`config.mk`:
```
export PLATFORM = sky130hd
export DESIGN_NAME = circle_outline_pixel_writer
export DESIGN_NICKNAME = d
export VERILOG_FILES = /design/src/design/cpw_pkg.sv /design/src/design/circle_outline_pixel_writer.sv
export VERILOG_INCLUDE_DIRS = /design/src /design/src/design
export SDC_FILE = /design/constraint.sdc
export NUM_CORES = 1
export LEC_CHECK = 0
export ABC_AREA = 1
export BUFFER_PORTS_ARGS = -buffer_cell sky130_fd_sc_hd__buf_2
export CORE_AREA = 5 5 120 150
export CTS_BUF_LIST = sky130_fd_sc_hd__clkbuf_8
export DETAILED_ROUTE_END_ITERATION = 7
export DIE_AREA = 0 0 125 155
export PLACE_DENSITY = 0.93
export SETUP_SLACK_MARGIN = 0.02
export SLEW_MARGIN = 30
export SYNTH_ARGS = -nofsm -noshare
export SYNTH_HDL_FRONTEND = slang
export SYNTH_SLANG_ARGS = --single-unit
export TNS_END_PERCENT = 5
```
`constraint.sdc`:
```
create_clock -name clk -period 13.1 [get_ports clk]
set_input_delay 1.965 -clock clk [delete_from_list [all_inputs] [get_ports clk]]
set_output_delay 1.965 -clock clk [all_outputs]
set_load 0.05 [all_outputs]
```
`src/design/circle_outline_pixel_writer_macros.svh`:
```
// assertion macros for the circle outline pixel writer
// used by design/circle_outline_pixel_writer.sv; assumes clk and rst_n in scope
`ifndef CIRCLE_OUTLINE_PIXEL_WRITER_MACROS_SVH
`define CIRCLE_OUTLINE_PIXEL_WRITER_MACROS_SVH
`ifndef ASSERT_OFF
// property that must hold at every clock edge outside reset
`define CPW_ASSERT(lbl, prop) \
    lbl: assert property (@(posedge clk) disable iff (!rst_n) (prop)) \
        else $error("circle writer check failed");
// condition that must never be true outside reset
`define CPW_ASSERT_NEVER(lbl, cond) \
    lbl: assert property (@(posedge clk) disable iff (!rst_n) !(cond)) \
        else $error("circle writer forbidden condition");
`else
`define CPW_ASSERT(lbl, prop)
`define CPW_ASSERT_NEVER(lbl, cond)
`endif
`endif

```
`src/design/cpw_pkg.sv`:
```
// shared types and constants for the circle outline pixel writer
// no dependencies; used by circle_outline_pixel_writer
`timescale 1ns / 1ps
package cpw_pkg;

    // frame buffer geometry in pixels, two bytes per pixel
    localparam int unsigned WIDTH  = 96;
    localparam int unsigned HEIGHT = 64;
    localparam int unsigned FB_LIMIT    = WIDTH * HEIGHT * 2;
    localparam int unsigned ROW_STRIDE  = WIDTH * 2;

    // input item kinds
    localparam logic KIND_START = 1'b0;
    localparam logic KIND_STEP  = 1'b1;

    // configuration register indexes
    localparam logic CFG_PIXEL_COLOUR = 1'b0;
    localparam logic CFG_DRAW_MODE    = 1'b1;

    // draw mode codes
    localparam logic MODE_CLEAR = 1'b0;
    localparam logic MODE_SET   = 1'b1;

    typedef struct packed {
        logic              kind;
        logic signed [7:0] center_x;
        logic signed [7:0] center_y;
        logic [6:0]        radius;
    } in_item_t;

    typedef struct packed {
        logic [15:0] byte_address;
        logic [15:0] pixel_word;
        logic        write_enable;
        logic        last;
    } out_item_t;

    // one step's worth of points waiting to be emitted
    typedef struct packed {
        logic [7:0]        centre_first;
        logic [7:0]        centre_second;
        logic signed [8:0] offset_x;
        logic signed [8:0] offset_y;
        logic              last;
    } job_t;

endpackage

```
`src/design/circle_outline_pixel_writer.sv`:
```
// circle outline rasteriser producing frame buffer pixel writes
// depends on cpw_pkg and circle_outline_pixel_writer_macros.svh
`timescale 1ns / 1ps
`include "circle_outline_pixel_writer_macros.svh"

// A start item (kind 0) loads centre and radius and gives no result. Each
// step item (kind 1) while a circle is running runs one midpoint iteration
// and gives four pixel writes, one per cycle on the result channel while
// out_stall is low, paced by the single result port; a step is taken while
// the previous step's last points still drain. The first write of a step
// passes through the pending step register and then the output register
// before it is offered on the result port. Steps while no circle is running
// are taken and dropped. Configuration is always ready.
module circle_outline_pixel_writer
(
    input  logic               clk,
    input  logic               rst_n,
    input  logic               in_valid,
    output logic               in_stall,
    input  cpw_pkg::in_item_t  in_item,
    output logic               out_valid,
    input  logic               out_stall,
    output cpw_pkg::out_item_t out_item,
    input  logic               cfg_valid,
    output logic               cfg_ready,
    input  logic               cfg_index,
    input  logic [15:0]        cfg_data
);

    // configuration registers
    logic [15:0] pixel_colour_reg;
    logic        draw_mode_reg;

    // circle state
    logic              active_reg,        active_next;
    logic [7:0]        centre_first_reg,  centre_first_next;
    logic [7:0]        centre_second_reg, centre_second_next;
    logic signed [8:0] offset_x_reg,      offset_x_next;
    logic signed [8:0] offset_y_reg,      offset_y_next;
    logic signed [15:0] error_term_reg,   error_term_next;

    // pending step and output stage
    logic               job_valid_reg, job_valid_next;
    cpw_pkg::job_t      job_reg,       job_next;
    logic [1:0]         count_reg,     count_next;
    logic               out_valid_reg, out_valid_next;
    cpw_pkg::out_item_t out_reg,       out_next;

    logic in_take;
    logic is_step;
    logic out_free;
    logic out_load;
    logic job_done;
    logic job_take;

    // iteration datapath
    logic signed [15:0] x16, y16, y1_16, x1_16;
    logic signed [15:0] e2_mod, err_a, err_b;
    logic               grow_y, grow_x, step_done;

    // point datapath
    logic [7:0]  dx, dy, first, second;
    logic [15:0] addr;

    assign cfg_ready = 1'b1;

    // configuration transfer
    always_ff @(posedge clk or negedge rst_n)
    begin
        if (!rst_n)
        begin
            pixel_colour_reg <= '0;
            draw_mode_reg    <= cpw_pkg::MODE_SET;
        end
        else if (cfg_valid && cfg_ready)
        begin
            case (cfg_index)
                cpw_pkg::CFG_PIXEL_COLOUR: pixel_colour_reg <= cfg_data;
                cpw_pkg::CFG_DRAW_MODE:    draw_mode_reg    <= cfg_data[0];
                default: ;
            endcase
        end
    end

    // handshake control
    assign out_free = !out_valid_reg || !out_stall;
    assign out_load = job_valid_reg && out_free;
    assign job_done = out_load && (count_reg == 2'd3);
    assign in_stall = job_valid_reg && !job_done;
    assign in_take  = in_valid && !in_stall;
    assign is_step  = (in_item.kind == cpw_pkg::KIND_STEP);
    assign job_take = in_take && is_step && active_reg;

    // one midpoint iteration
    always_comb
    begin
        x16   = 16'(offset_x_reg);
        y16   = 16'(offset_y_reg);
        grow_y = (error_term_reg <= y16);
        y1_16 = grow_y ? y16 + 16'sd1 : y16;
        err_a = grow_y ? error_term_reg + (y1_16 <<< 1) + 16'sd1 : error_term_reg;
        e2_mod = (grow_y && (-x16 == y1_16) && (error_term_reg <= x16))
                 ? 16'sd0 : error_term_reg;
        grow_x = (e2_mod > x16);
        x1_16 = grow_x ? x16 + 16'sd1 : x16;
        err_b = grow_x ? err_a + (x1_16 <<< 1) + 16'sd1 : err_a;
        step_done = (x1_16 > 16'sd0);
    end

    // circle state next values
    always_comb
    begin
        active_next        = active_reg;
        centre_first_next  = centre_first_reg;
        centre_second_next = centre_second_reg;
        offset_x_next      = offset_x_reg;
        offset_y_next      = offset_y_reg;
        error_term_next    = error_term_reg;
        if (in_take && !is_step)
        begin
            active_next        = 1'b1;
            centre_first_next  = in_item.center_x;
            centre_second_next = in_item.center_y;
            offset_x_next      = -$signed({2'b00, in_item.radius});
            offset_y_next      = '0;
            error_term_next    = 16'sd2 - $signed({8'd0, in_item.radius, 1'b0});
        end
        else if (job_take)
        begin
            offset_x_next   = x1_16[8:0];
            offset_y_next   = y1_16[8:0];
            error_term_next = err_b;
            if (step_done)
                active_next = 1'b0;
        end
    end

    // pending step and counter
    always_comb
    begin
        job_valid_next = job_valid_reg;
        job_next       = job_reg;
        count_next     = count_reg;
        if (out_load)
            count_next = count_reg + 2'd1;
        if (job_done)
            job_valid_next = 1'b0;
        if (job_take)
        begin
            job_valid_next         = 1'b1;
            count_next             = 2'd0;
            job_next.centre_first  = centre_first_reg;
            job_next.centre_second = centre_second_reg;
            job_next.offset_x      = offset_x_reg;
            job_next.offset_y      = offset_y_reg;
            job_next.last          = step_done;
        end
    end

    // mirrored point for the current count
    always_comb
    begin
        case (count_reg)
            2'd0:
            begin
                dx = -job_reg.offset_x[7:0];
                dy = job_reg.offset_y[7:0];
            end
            2'd1:
            begin
                dx = job_reg.offset_x[7:0];
                dy = job_reg.offset_y[7:0];
            end
            2'd2:
            begin
                dx = job_reg.offset_x[7:0];
                dy = -job_reg.offset_y[7:0];
            end
            default:
            begin
                dx = -job_reg.offset_x[7:0];
                dy = -job_reg.offset_y[7:0];
            end
        endcase
        first  = job_reg.centre_first + dx;
        second = job_reg.centre_second + dy;
        addr   = {7'd0, first, 1'b0} + 16'(32'(second) * cpw_pkg::ROW_STRIDE);
    end

    // output stage
    always_comb
    begin
        out_valid_next = out_valid_reg;
        out_next       = out_reg;
        if (out_free)
            out_valid_next = out_load;
        if (out_load)
        begin
            out_next.byte_address = addr;
            out_next.pixel_word   = (draw_mode_reg == cpw_pkg::MODE_SET)
                                    ? pixel_colour_reg : 16'd0;
            out_next.write_enable = (17'(addr) < 17'(cpw_pkg::FB_LIMIT));
            out_next.last         = job_reg.last && (count_reg == 2'd3);
        end
    end

    // control registers
    always_ff @(posedge clk or negedge rst_n)
    begin
        if (!rst_n)
        begin
            active_reg        <= 1'b0;
            centre_first_reg  <= '0;
            centre_second_reg <= '0;
            offset_x_reg      <= '0;
            offset_y_reg      <= '0;
            error_term_reg    <= '0;
            job_valid_reg     <= 1'b0;
            count_reg         <= '0;
            out_valid_reg     <= 1'b0;
        end
        else
        begin
            active_reg        <= active_next;
            centre_first_reg  <= centre_first_next;
            centre_second_reg <= centre_second_next;
            offset_x_reg      <= offset_x_next;
            offset_y_reg      <= offset_y_next;
            error_term_reg    <= error_term_next;
            job_valid_reg     <= job_valid_next;
            count_reg         <= count_next;
            out_valid_reg     <= out_valid_next;
        end
    end

    // payload registers
    always_ff @(posedge clk)
    begin
        job_reg <= job_next;
        out_reg <= out_next;
    end

    assign out_valid = out_valid_reg;
    assign out_item  = out_reg;

    // checks
    `CPW_ASSERT(a_stall_needs_job, in_stall |-> job_valid_reg)
    `CPW_ASSERT(a_new_job_count, job_take |=> (count_reg == 2'd0) && job_valid_reg)
    `CPW_ASSERT(a_last_on_fourth, (out_load && count_reg != 2'd3) |=> !out_reg.last)
    `CPW_ASSERT(a_active_holds, (job_take && !step_done) |=> active_reg)

endmodule

```
==> results.toml <==
[outcome]
outcome = "complete, no violations"

[synthesis]
post_synth_xor_area_fraction = 0.0678
syn-instance-count = 1304
synth-simple-area-share = 0.216
synth.top_cells.by_area = "edfxtp_1, dfrtp_1, ha_1"
syn-cell-area_um2 = 10400
synthMostInstantiatedCell = "nand2_1"
synth-compound-area-share = 0.114
avgSynthCellArea_um2 = 8.01
synth_top_flop_cell = "dfrtp_1"
largest_family_of_logic_cells_by_synthesized_area = "simple AND/OR/NAND/NOR gates"
synthTopCellsByCount = "nand2_1, inv_1, ha_1"
synth_cell_type_count = 55
synthAdderAreaFrac = 0.141
synth.ff_latch_count = 138
synth-warning-count = 0
yosys-mux-area-fraction = 0.0162
number_of_enable_flip_flop_cells_after_synthesis = 66
synth_seq_area_share = 0.362
area_share_of_the_largest_cell_type_after_synthesis = 0.190
synth_nets = 1464
ys_async_sr_fraction = 0.522
synthDominantAreaCellType = "edfxtp_1"

[drt]
first_iter_violations = 909
drt_pre_antenna_iters = 6
routed-via-count = 9473
detail_route.wirelength_um = 27800
avgViaCountPerCell = 5.86
drt_drc_violations_left = 0
final_routed_wire_length_divided_by_cell_count_um = 17.2
antenna_violating_nets_post_route = 0

[worst_setup_path]
r2r_start = "offset_y_reg[8]"
most_frequent_cell_on_the_critical_path = "nand2_1"
critical-path-max-stage-delay_ns = 0.44
crit_required_ns = 13.46
critical_path.slowest_cell = "nand3_2"
startpoint = "offset_y_reg[8]"
crit_type = "reg -> reg"
timing.critical_path.from_type = "register"
worst_ep_arrival_time_ns = 7.84
worstPathMaxFanout = 29
worstSetupEndpointType = "register"

[grt]
grt_first_pass_wirelength_um = 45500
grt_remaining_overflow = 0
grt_antenna_before_repair = 0
vias_in_the_first_global_route = 9427
grt_start_max_net_pins = 73
global_route_usage_over_all_layers = 0.290

[layout]
nFillCells = 1228
post-route-cell-area_um2 = 11400
layout-drive-gt1-share = 0.120
n_diodes = 0
syn2layout_area_growth_pct = 9.45
num-nets-final = 1544
final_core_util = 0.693

[die]
chipHeight_um = 155
die_w_um = 125
initial_core_utilization = 0.633
fp.dieArea_um2 = 19400
io_pins = 83
coreArea_um2 = 16500
row_count = 53

[cts]
clock_path_buffers = 2
cts_inserted_buffers = 17
clkTransAtPathRegs_ns = 0.10
cts_setup_buffers = 0
tritoncts_clock_tree = "yes"
cts-hold-fix-buffers = 0
clock_sinks = 138
clock_insertion_delay_worst_skew_ns = 0.46
cts_htree_levels = 4
ctsResizeCount = 0
cts_root_buffer = "clkbuf_8"

[place]
postPlaceCellArea_um2 = 11000
post-dp-hpwl_um = 21200
globalplace.congestion = 0.993
port_buffers = 80

[timing]
setup_total_negative_slack_ns = 0
finalHoldViolations = 0
finClkSkew_ns = 0.0175
fmaxAchievable_mhz = 134
grt_setup_unrepaired = "no"
finalSetupViolations = 0
post-route-min-period_ns = 7.48
final_max_slew_viol_count = 0
slew_headroom = 0.479
ratio_of_final_minimum_period_to_clock_period = 0.571
max_slew.worst_pin.slew_ns = 0.779

[worst_hold_path]
min_from = "offset_y_reg[7]"
hold_path_class = "reg -> reg"

[job]
max-cap-violations = 0
-- cells by family after synthesis --
logic type | count (synthesis)
other | 2
multiplexers | 15
adder cells (fa/ha/maj) | 114
flip-flops | 138
AND/OR/NAND/NOR | 526
XOR/XNOR | 80
buffers and inverters | 220
AO/OA/AOI/OAI | 209
-- routing by layer --
metal,global-route usage,vias to the layer above,share of wire
li1,-,4479,-
met1,0.318,4369,0.36
met2,0.522,477,0.51
met3,0.0546,148,0.067
met4,0.167,0,0.067
met5,0,-,0
-- final cells by class --
class                           instances  area [um^2]  area share
Inverter                              195          732      0.0640
Timing Repair Buffer                   86          452      0.0395
Clock buffer                           17          234      0.0205
Multi-Input combinational cell        946         5800       0.508
Clock inverter                         15          154      0.0135
Tap cell                              220          275      0.0241
Sequential cell                       138         3780       0.331
-- per-stage QoR --
| stage | cells | hold WS (ns) | worst slack, ns |
|---|---|---|---|
| 3_5_place_dp | 1585 | 0.432 | 5.87 |
| 6_report | 1617 | 0.449 | 5.62 |
| 2_1_floorplan | 1304 | 0.423 | 7.28 |
| 4_1_cts | 1617 | 0.453 | 5.81 |
| 5_1_grt | 1617 | 0.461 | 4.90 |
| 3_3_place_gp | 1585 | 0.429 | 6.06 |
-- critical path: cells and delay by family, from the launching register on --
family	cells	cell delay, ns
and+or+nand+nor	19	2.54
adders and majority gates	3	1.05
AOI/OAI and AO/OA	12	1.77
DFF	1	0.38
buffers and inverters	7	1.59
-- cell usage in the layout (no fill, tap or decap), drive strengths merged, types with 6 or more instances in the layout --
cell,instances
nand2,328
inv,203
ha,108
nor2,89
buf,86
a21oi,83
dfrtp,71
o21ai,67
edfxtp,66
xor2,61
nand3,54
xnor2,19
nand4,19
nor3,18
clkbuf,17
mux2,15
o22ai,11
o21bai,9
a31oi,7
o31ai,6
nand3b,6
fa,6
-- worst paths after layout --
kind,cells past startpoint,slack [ns],endpoint
setup reg to reg,41,5.62,error_term_reg[14]
setup / recovery,41,5.62,error_term_reg[14]
min in group asynchronous,1,1.51,pixel_colour_reg[14]
hold / removal,0,0.45,job_reg[8]
max in group asynchronous,1,11.08,offset_x_reg[6]
hold reg to reg,0,0.45,job_reg[8]
Power is left out: the tool's default activity adds up to more than one toggle a clock period on the data nets, which glitch-free logic cannot reach.
